$ cat config.mk
export PLATFORM = sky130hd
export DESIGN_NAME = grid_ray_cell_walker_core
export DESIGN_NICKNAME = d
export VERILOG_FILES = /design/src/hw/rtl/grcw_pkg.sv /design/src/hw/rtl/grid_ray_cell_walker_core.sv
export SDC_FILE = /design/constraint.sdc
export NUM_CORES = 2
export LEC_CHECK = 0
export ABC_AREA = 1
export BUFFER_PORTS_ARGS = -buffer_cell sky130_fd_sc_hd__clkbuf_2
export CELL_PAD_IN_SITES_DETAIL_PLACEMENT = 0
export CELL_PAD_IN_SITES_GLOBAL_PLACEMENT = 1
export CORE_MARGIN = 4
export CORE_UTILIZATION = 25
export DETAILED_ROUTE_END_ITERATION = 8
export PLACE_DENSITY_LB_ADDON = 0.3
export SKIP_CTS_REPAIR_TIMING = 1
export SLEW_MARGIN = 20
export SYNTH_ARGS = -nofsm -noshare
export SYNTH_HDL_FRONTEND = slang
export SYNTH_SLANG_ARGS = --single-unit
$ cat constraint.sdc
create_clock -name i_clk -period 23.1 [get_ports i_clk]
set_clock_uncertainty 0.1 [all_clocks]
set_input_delay 2.31 -clock i_clk [delete_from_list [all_inputs] [get_ports i_clk]]
set_output_delay 2.31 -clock i_clk [all_outputs]
set_load 0.02 [all_outputs]
$ cat src/hw/rtl/grcw_pkg.sv
// ----------------------------------------------------------------------------
// grcw_pkg
// Shared types and constants for the 2D grid ray cell walker.
// ----------------------------------------------------------------------------
package grcw_pkg;

    localparam int MAX_RUN = 64;
    localparam int LIM_W   = $clog2(MAX_RUN + 1);

    typedef logic [31:0]      t_dist;
    typedef logic [LIM_W-1:0] t_lim;

    localparam t_dist DIST_SAT = 32'hFFFF_FFFF;
    localparam t_lim  LIM_RST  = t_lim'(MAX_RUN);

endpackage

$ cat src/hw/rtl/grid_ray_cell_walker_core.sv
// ----------------------------------------------------------------------------
// grid_ray_cell_walker_core
// Amanatides-Woo 2D grid traversal of one ray, bit-serial setup.
// ----------------------------------------------------------------------------
// One request is one ray. Setup squares the direction components, then runs
// a restoring divider (one quotient bit a cycle) and a square-root unit (one
// root bit a cycle) for both axes side by side, then one multiply for the
// first boundary distances. After that the walker emits one cell a cycle
// while the output is not stalled, up to cell_limit cells. The next request
// is taken once the last cell of the current ray is in the output register.
module grid_ray_cell_walker_core (
    input  logic                  i_clk,
    input  logic                  i_rst_n,
    input  logic                  i_cfg_we,
    input  grcw_pkg::t_lim        i_cfg_wdata,
    input  logic                  i_valid,
    output logic                  o_stall,
    input  logic signed [31:0]    i_start_x,
    input  logic signed [31:0]    i_start_y,
    input  logic signed [15:0]    i_dir_x,
    input  logic signed [15:0]    i_dir_y,
    input  grcw_pkg::t_dist       i_ray_length,
    output logic                  o_valid,
    input  logic                  i_stall,
    output logic signed [15:0]    o_cell_x,
    output logic signed [15:0]    o_cell_y,
    output grcw_pkg::t_dist       o_entry_distance,
    output logic                  o_last,
    output logic                  o_truncated
);
    import grcw_pkg::*;

    localparam logic [2:0] ST_IDLE = 3'd0;
    localparam logic [2:0] ST_SQ   = 3'd1;
    localparam logic [2:0] ST_SUM  = 3'd2;
    localparam logic [2:0] ST_DIV  = 3'd3;
    localparam logic [2:0] ST_SQRT = 3'd4;
    localparam logic [2:0] ST_MUL  = 3'd5;
    localparam logic [2:0] ST_WALK = 3'd6;

    logic [2:0]         r_state;
    logic [5:0]         r_cnt;
    t_lim               r_cfg_lim;
    t_lim               r_lim;
    t_lim               r_n;
    logic signed [15:0] r_dir [2];
    logic [15:0]        r_frac [2];
    logic [15:0]        r_cell [2];
    logic [31:0]        r_asq [2];
    logic [31:0]        r_sum;
    logic [63:0]        r_dvd [2];
    logic [31:0]        r_rem [2];
    logic [31:0]        r_root [2];
    logic [33:0]        r_srem [2];
    t_dist              r_step [2];
    t_dist              r_tn [2];
    t_dist              r_t;
    t_dist              r_len;

    logic               r_ovalid;
    logic [15:0]        r_ocx;
    logic [15:0]        r_ocy;
    t_dist              r_odist;
    logic               r_olast;
    logic               r_otrunc;

    logic [15:0]        w_mag [2];
    logic [32:0]        w_dtrial [2];
    logic               w_dge [2];
    logic [31:0]        n_rem [2];
    logic [35:0]        w_strial [2];
    logic [35:0]        w_sref [2];
    logic               w_sge [2];
    logic [33:0]        n_srem [2];
    logic [16:0]        w_bound [2];
    logic [48:0]        w_prod [2];
    t_dist              w_tfirst [2];
    logic [32:0]        w_tsum [2];
    t_dist              n_tn [2];
    t_lim               w_cfg_clamp;

    logic               w_take_y;
    t_dist              w_cand;
    logic               w_within;
    t_lim               w_n1;
    logic               w_at_lim;
    logic               w_end;
    logic               w_slot;
    logic               w_accept;

    always_comb begin
        for (int k = 0; k < 2; k++) begin
            w_mag[k]    = r_dir[k][15] ? 16'(-r_dir[k]) : 16'(r_dir[k]);
            w_dtrial[k] = {r_rem[k], r_dvd[k][63]};
            w_dge[k]    = w_dtrial[k] >= {1'b0, r_asq[k]};
            n_rem[k]    = w_dge[k] ? 32'(w_dtrial[k] - {1'b0, r_asq[k]})
                                   : w_dtrial[k][31:0];
            w_strial[k] = {r_srem[k], r_dvd[k][63:62]};
            w_sref[k]   = {2'b00, r_root[k], 2'b01};
            w_sge[k]    = w_strial[k] >= w_sref[k];
            n_srem[k]   = w_sge[k] ? 34'(w_strial[k] - w_sref[k]) : w_strial[k][33:0];
            w_bound[k]  = r_dir[k][15] ? {1'b0, r_frac[k]}
                                       : 17'h10000 - {1'b0, r_frac[k]};
            w_prod[k]   = 49'(w_bound[k]) * 49'(r_root[k]);
            w_tfirst[k] = w_prod[k][48] ? DIST_SAT : w_prod[k][47:16];
            w_tsum[k]   = {1'b0, r_tn[k]} + {1'b0, r_step[k]};
            n_tn[k]     = w_tsum[k][32] ? DIST_SAT : w_tsum[k][31:0];
        end
        if (r_cfg_lim == '0) begin
            w_cfg_clamp = t_lim'(1);
        end else if (r_cfg_lim > LIM_RST) begin
            w_cfg_clamp = LIM_RST;
        end else begin
            w_cfg_clamp = r_cfg_lim;
        end
        w_take_y = r_tn[1] <= r_tn[0];
        w_cand   = w_take_y ? r_tn[1] : r_tn[0];
        w_within = (w_cand != DIST_SAT) && (w_cand <= r_len);
        w_n1     = r_n + t_lim'(1);
        w_at_lim = w_n1 >= r_lim;
        w_end    = !w_within || w_at_lim;
        w_slot   = !r_ovalid || !i_stall;
        w_accept = i_valid && (r_state == ST_IDLE);
    end

    always_ff @(posedge i_clk) begin
        if (!i_rst_n) begin
            r_state   <= ST_IDLE;
            r_cfg_lim <= LIM_RST;
            r_ovalid  <= 1'b0;
            r_cnt     <= '0;
        end else begin
            if (i_cfg_we) begin
                r_cfg_lim <= i_cfg_wdata;
            end
            if (r_state == ST_WALK && w_slot) begin
                r_ovalid <= 1'b1;
            end else if (r_ovalid && !i_stall) begin
                r_ovalid <= 1'b0;
            end
            case (r_state)
                ST_IDLE: begin
                    if (w_accept) begin
                        r_state <= ST_SQ;
                    end
                end
                ST_SQ: begin
                    r_state <= ST_SUM;
                end
                ST_SUM: begin
                    r_cnt   <= '0;
                    r_state <= ST_DIV;
                end
                ST_DIV: begin
                    r_cnt <= r_cnt + 6'd1;
                    if (r_cnt == 6'd63) begin
                        r_state <= ST_SQRT;
                    end
                end
                ST_SQRT: begin
                    r_cnt <= r_cnt + 6'd1;
                    if (r_cnt == 6'd31) begin
                        r_state <= ST_MUL;
                    end
                end
                ST_MUL: begin
                    r_state <= ST_WALK;
                end
                ST_WALK: begin
                    if (w_slot && w_end) begin
                        r_state <= ST_IDLE;
                    end
                end
                default: begin
                    r_state <= ST_IDLE;
                end
            endcase
        end
    end

    always_ff @(posedge i_clk) begin
        case (r_state)
            ST_IDLE: begin
                r_dir[0]  <= i_dir_x;
                r_dir[1]  <= i_dir_y;
                r_frac[0] <= i_start_x[15:0];
                r_frac[1] <= i_start_y[15:0];
                r_cell[0] <= i_start_x[31:16];
                r_cell[1] <= i_start_y[31:16];
                r_len     <= i_ray_length;
                r_lim     <= w_cfg_clamp;
            end
            ST_SQ: begin
                for (int k = 0; k < 2; k++) begin
                    r_asq[k] <= 32'(w_mag[k]) * 32'(w_mag[k]);
                end
            end
            ST_SUM: begin
                r_sum <= r_asq[0] + r_asq[1];
                for (int k = 0; k < 2; k++) begin
                    r_dvd[k] <= {r_asq[0] + r_asq[1], 32'h0};
                    r_rem[k] <= '0;
                end
            end
            ST_DIV: begin
                for (int k = 0; k < 2; k++) begin
                    r_rem[k] <= n_rem[k];
                    r_dvd[k] <= {r_dvd[k][62:0], w_dge[k]};
                    r_root[k] <= '0;
                    r_srem[k] <= '0;
                end
            end
            ST_SQRT: begin
                for (int k = 0; k < 2; k++) begin
                    r_srem[k] <= n_srem[k];
                    r_root[k] <= {r_root[k][30:0], w_sge[k]};
                    r_dvd[k]  <= {r_dvd[k][61:0], 2'b00};
                end
            end
            ST_MUL: begin
                r_t <= '0;
                r_n <= '0;
                for (int k = 0; k < 2; k++) begin
                    if (r_dir[k] == 16'sd0 || r_sum == '0) begin
                        r_step[k] <= DIST_SAT;
                        r_tn[k]   <= DIST_SAT;
                    end else begin
                        r_step[k] <= r_root[k];
                        r_tn[k]   <= w_tfirst[k];
                    end
                end
            end
            ST_WALK: begin
                if (w_slot) begin
                    r_ocx    <= r_cell[0];
                    r_ocy    <= r_cell[1];
                    r_odist  <= r_t;
                    r_olast  <= w_end;
                    r_otrunc <= w_within && w_at_lim;
                    r_n      <= w_n1;
                    if (!w_end) begin
                        r_t <= w_cand;
                        if (w_take_y) begin
                            r_cell[1] <= r_dir[1][15] ? r_cell[1] - 16'd1 : r_cell[1] + 16'd1;
                            r_tn[1]   <= n_tn[1];
                        end else begin
                            r_cell[0] <= r_dir[0][15] ? r_cell[0] - 16'd1 : r_cell[0] + 16'd1;
                            r_tn[0]   <= n_tn[0];
                        end
                    end
                end
            end
            default: begin
                r_t <= r_t;
            end
        endcase
    end

    assign o_stall          = r_state != ST_IDLE;
    assign o_valid          = r_ovalid;
    assign o_cell_x         = r_ocx;
    assign o_cell_y         = r_ocy;
    assign o_entry_distance = r_odist;
    assign o_last           = r_olast;
    assign o_truncated      = r_otrunc;

    a_trunc_last: assert property (@(posedge i_clk) disable iff (!i_rst_n)
        o_valid && o_truncated |-> o_last)
        else $error("truncated flag without last");

    a_run_bound: assert property (@(posedge i_clk) disable iff (!i_rst_n)
        r_state == ST_WALK |-> r_n < r_lim)
        else $error("cell count beyond limit");

    a_dist_order: assert property (@(posedge i_clk) disable iff (!i_rst_n)
        o_valid && !i_stall && !o_last |=>
            !o_valid || o_entry_distance >= $past(o_entry_distance))
        else $error("entry distance went backward");

endmodule

== After elaboration in Yosys (flattened, before gate mapping) ==
Memory sizes are Yosys's and may differ from the RTL's.
Index checks and enable logic that the tools add are counted.

* Word-level logic and storage cells: 194
* Memories: 10
* Output and inout bits: 68
* Bits of input ports: 140
* Memory bits (writable): 612
* Flip-flop bits (word level): 193

{| class="wikitable"
|+ Memories
! name !! depth !! width !! rd ports !! clocked after Yosys merged registers in !! wr ports !! RTL line !! text
|-
| r_dvd || 2 || 64 || 2 || 0 || 2 || grid_ray_cell_walker_core.sv:51 || <nowiki>logic [63:0] r_dvd [2];</nowiki>
|-
| r_srem || 2 || 34 || 2 || 0 || 2 || grid_ray_cell_walker_core.sv:54 || <nowiki>logic [33:0] r_srem [2];</nowiki>
|-
| r_asq || 2 || 32 || 2 || 0 || 2 || grid_ray_cell_walker_core.sv:49 || <nowiki>logic [31:0] r_asq [2];</nowiki>
|-
| r_rem || 2 || 32 || 2 || 0 || 2 || grid_ray_cell_walker_core.sv:52 || <nowiki>logic [31:0] r_rem [2];</nowiki>
|-
| r_root || 2 || 32 || 2 || 0 || 2 || grid_ray_cell_walker_core.sv:53 || <nowiki>logic [31:0] r_root [2];</nowiki>
|-
| r_step || 2 || 32 || 2 || 0 || 2 || grid_ray_cell_walker_core.sv:55 || <nowiki>t_dist r_step [2];</nowiki>
|-
| +4 memories || -- || -- || -- || -- || -- || -- ||
|}

* Bitwise gates (word level): 18
* $mul: 4
* Order comparisons: 8
* Muxes and demuxes: 79
* Add/sub/neg operators: 17
* Equality and inequality tests: 15
* Reductions and logical operators: 28

{| class="wikitable"
|+ Operators with widths
! operator !! count
|-
| 2-to-1 mux 32 bit || 19
|-
| 2-to-1 mux 64 bit || 4
|-
| 2-to-1 mux 34 bit || 4
|-
| multiplier 17 x 32 -> 49 bit || 2
|-
| 2-to-1 mux 16 bit || 6
|-
| greater-or-equal comparator 36 x 34 -> 1 bit || 2
|-
| subtractor 34 bit || 2
|-
| adder 32 x 32 -> 33 bit || 2
|-
| greater-or-equal comparator 33 x 32 -> 1 bit || 2
|-
| less-or-equal comparator 32 bit || 2
|-
| multiplier 16 x 16 -> 32 bit || 2
|-
| case mux 32 bit (2 select lines) || 1
|-
| subtractor 32 bit || 2
|-
| 2-to-1 mux 1 bit || 34
|-
| 2-to-1 mux 17 bit || 2
|-
| subtractor 17 x 16 -> 17 bit (first input constant) || 2
|-
| adder 16 x 1 -> 16 bit (second input constant) || 2
|-
| adder 32 bit || 1
|-
| zero test 16 bit || 2
|-
| zero test 32 bit || 1
|-
| != test 32 bit (second input constant) || 1
|-
| negator 16 bit || 2
|-
| subtractor 16 x 1 -> 16 bit (second input constant) || 2
|-
| case mux 3 bit (7 select lines) || 1
|-
| other kinds (27) || 69
|}

== Depth between registers and ports, before layout ==
An unclocked memory read counts as a cell.

* Depth in word-level cells: 12
* Depth in mapped cells: 42
* Depth with buffers taken out: 40

== Worst setup path before layout ==
No wires, ideal clock.

* Path kind: reg2reg
* Start point: memory r_dir[0][15]
* End point: memory r_tn[0][10] (netlist bit) (data pin)
* Library setup time: 263 ps
* Path slack: 15456 ps
* Stages on the path, launching flop included: 33
* Period minus slack after synthesis: 7644 ps
* Buffers on the path: 6
* Required time: 22737 ps
* Arrival: 7280 ps
* Path through: edfxtp_1 clkbuf_1 clkbuf_1 buf_1 o21ai_0 nand2_1 clkbuf_1 nand2_1 fa_1 inv_1 fa_1 inv_1 fa_1 inv_1 fa_1 fa_1 inv_1 fa_1 inv_1 ha_1 a21oi_1 inv_1 a31oi_1 inv_1 a21oi_1 o21ai_0 nand2_1 nand3_1 xor2_1 nor2_1 clkbuf_1 buf_2 a21oi_2

{| class="wikitable"
|+ RTL lines
! what !! RTL line !! text
|-
| start: declaration || grid_ray_cell_walker_core.sv:46 || <nowiki>logic signed [15:0] r_dir [2];</nowiki>
|-
| end: declaration || grid_ray_cell_walker_core.sv:56 || <nowiki>t_dist r_tn [2];</nowiki>
|}

==> key figures <==
Outcome
  – Outcome: complete, no violations

GRT
  – Antenna violations before repair: 23
  – Largest net degree at the start of global routing: 85
  – Grt met3 use: 1.91%
  – Gr usage total: 16.0%
  – Global-route wire length before repair: 475000 um
  – Vias in the first global route: 75.1k
  – Met1 usage: 22.5%
  – M2 GR Usage: 26.5%
  – Total gr overflow: 0
  – GR peak layer: met2

Logic synthesis
  – Flops & latches, synth: 803
  – Post-synth EDFFs: 786
  – Dominant cell by count in the synthesized netlist: inv_1
  – Ys Warns: 0
  – Main area contributors after synthesis: fa_1, edfxtp_1, ha_1
  – Yosys top cell area share: 26.0%
  – Post-Syn Instances: 11.0k
  – Post-synth ARST share: 0%
  – Yosys cell types: 61
  – Mapped Avg Cell Area: 8.60 sq um
  – Synth cell count leaders: inv_1, nand2_1, fa_1, nor2_1, edfxtp_1
  – Synth Flop Type: edfxtp_1
  – Synth area leader: fa_1
  – Synthesized area: 94300 sq um
  – Sequential-to-total area share from yosys stat: 25.4%

Worst setup path
  – Worst path required time: 23.57 ns
  – CP endpoint: r_tn[0][31]$_DFFE_PP_
  – Worst setup path start: r_frac[0][0]$_DFFE_PP_
  – Startpoint Class: flip-flop
  – FF-to-FF Start: r_frac[0][0]$_DFFE_PP_
  – Crit path DAT: 9.99 ns
  – Reg-to-Reg End: r_tn[0][31]$_DFFE_PP_
  – Max stage delay cell, worst path: inv_1
  – Reg2Reg Depth: 36
  – Critical path class: flip-flop to flip-flop
  – R2R setup slack: 13.58 ns
  – Critical path peak fanout: 33
  – CP peak stage delay: 0.87 ns
  – CP endpoint kind: flip-flop
  – CP most frequent cell: inv_1

Clock network
  – Clock sink total: 803
  – CTS Buffer Depth: 4
  – Skew-Pair Late Insertion Delay: 0.89 ns
  – CTS tree: done
  – CTS Root Cell: clkbuf_16
  – H-tree levels: 3
  – Worst-path clk slew: 0.06 ns
  – Num CTS Buffers: 111

STA
  – Fmax: 105 MHz
  – Max_slew headroom: 29.5%
  – Tmin final: 9.52 ns
  – RSZ-0062 raised after global routing: no
  – Worst-margin pin slew: 1.06 ns
  – Setup TNS: 0 ns
  – Finish-stage setup viols: 0
  – Final hold violation count: 0
  – Final Max Slew Viols: 0
  – Final worst path period share: 41.2%

Detailed routing
  – Wire per inst: 19.2 um
  – Routed WL: 311000 um
  – 1st-iter DRT viols: 4301
  – TritonRoute pass-1 iters: 6
  – # DRC: 0
  – Via density: 4.44
  – Total number of vias: 71.7k
  – Post-DRT Antenna Nets: 0

Layout
  – Synthesis-to-layout area growth: 11.2%
  – Fillers: 40.9k
  – Share of post-route cells with drive strength above 1: 5.07%
  – Nets: 13.2k
  – Register Area: 23900 sq um
  – Area of the multi-input gates: 60000 sq um

Flow run
  – Number of max-cap violations: 0

Floorplan
  – Rows: 225
  – IO Count: 208
  – Die ar.: 387000 sq um
  – Core area: 376000 sq um
  – Die extent in x: 622 um
  – Initial core utilization: 25.1%
  – Die Height: 622 um

Placement
  – DP Wirelength: 249000 um
  – Final GP Congestion: 0.877
  – I/O Buffers: 207

Worst hold path
  – Path type of the worst min-delay path: flip-flop to flip-flop
==> critical path, delay by kind of cell, from the launching register on <==
family / cells / cell delay (ns)
buffers and inverters: 11 / 2.24
adder cells (fa/ha/maj): 8 / 3.46
flip-flops: 1 / 0.35
AND/OR/NAND/NOR: 11 / 1.79
XOR/XNOR: 1 / 0.16
AO/OA/AOI/OAI: 5 / 1.07
==> metal layers <==
metal,share of wire [%],up-vias
li1,-,34500
met1,47,35500
met2,47,1390
met3,4.4,218
met4,1.4,2
met5,0.0042,-
==> state kept, by name (all words and copies together), names as in the netlist, 3 cells and up <==
register / count
r_state: 3
r_sum: 32
r_rem: 64
o_cell_x: 16
r_n: 7
r_frac: 32
r_dvd: 128
r_asq: 62
r_cnt: 6
r_srem: 68
r_len: 32
r_lim: 7
r_root: 64
r_cell: 32
r_tn: 64
r_cfg_lim: 7
o_entry_distance: 32
r_dir: 32
r_step: 64
r_t: 32
o_cell_y: 16
==> placed cells by master, fill, tap and decap left out, types with 18 or more instances in the layout <==
master,synthesis,routed
nor2_1,1063,1059
inv_1,2415,2408
conb_1,2,24
nand3_1,159,159
a21boi_0,20,20
o21bai_1,33,33
a21oi_1,682,682
nand2_1,2029,2020
a31oi_1,145,145
a221oi_1,18,18
nand3b_1,18,18
o21ai_0,368,368
clkinv_1,26,56
buf_4,4,93
xor2_1,206,198
clkinv_2,0,21
or2_2,27,27
o22ai_1,58,58
clkbuf_16,0,114
xnor2_1,156,156
ha_1,762,762
fa_1,1227,1227
o21a_1,39,39
nor3_1,68,66
edfxtp_1,786,786
clkbuf_2,0,207
o21ai_1,47,47
a21o_1,28,28
nor4_1,33,32
nand4_1,57,57
==> cells by family after synthesis <==
| family | share of synthesized area (%) |
|---|---|
| compound gates | 9.10 |
| xor+xnor | 3.36 |
| fa+ha+maj | 36.2 |
| buf+inv | 11.2 |
| flops | 25.4 |
| other cells | 0.00796 |
| simple gates | 14.8 |
==> worst min path at each step <==
| stage | start | end | slack, ns | cells past startpoint |
|---|---|---|---|---|
| after floorplan | r_t[0]$_SDFFCE_PN0P_ | o_entry_distance[0]$_DFFE_PP_ | 0.30 | 0 |
| after global placement | r_t[17]$_SDFFCE_PN0P_ | o_entry_distance[17]$_DFFE_PP_ | 0.30 | 0 |
| after detailed placement | r_t[26]$_SDFFCE_PN0P_ | o_entry_distance[26]$_DFFE_PP_ | 0.31 | 0 |
| after CTS | r_t[26]$_SDFFCE_PN0P_ | o_entry_distance[26]$_DFFE_PP_ | 0.32 | 0 |
| after global routing | r_t[0]$_SDFFCE_PN0P_ | o_entry_distance[0]$_DFFE_PP_ | 0.33 | 0 |
| final | r_t[6]$_SDFFCE_PN0P_ | o_entry_distance[6]$_DFFE_PP_ | 0.32 | 0 |
==> area by class of cell <==
type / count / area share (%)
inverters: 2451 / 8.79
multi-input cells: 7405 / 57.2
flip-flops and latches: 803 / 22.8
diodes: 3 / 0.00716
repair buffers: 300 / 1.65
clock buffers: 125 / 2.76
well taps: 4994 / 5.96
clock inverters: 77 / 0.763
==> metrics by stage <==
stage	util, %	hold WS, ns	instances	worst slack [ns]	area (sq um)
floorplan	-	0.300	11000	15.46	94400
global placement	26.9	0.304	16000	13.55	101000
detailed placement	26.9	0.305	16000	13.63	101000
CTS	27.9	0.320	16200	13.54	105000
global route	27.9	0.329	16200	12.87	105000
finish	27.9	0.317	16200	13.58	105000
Power is left out: the tool's default activity adds up to more than one toggle a clock period on the data nets, which glitch-free logic cannot reach.
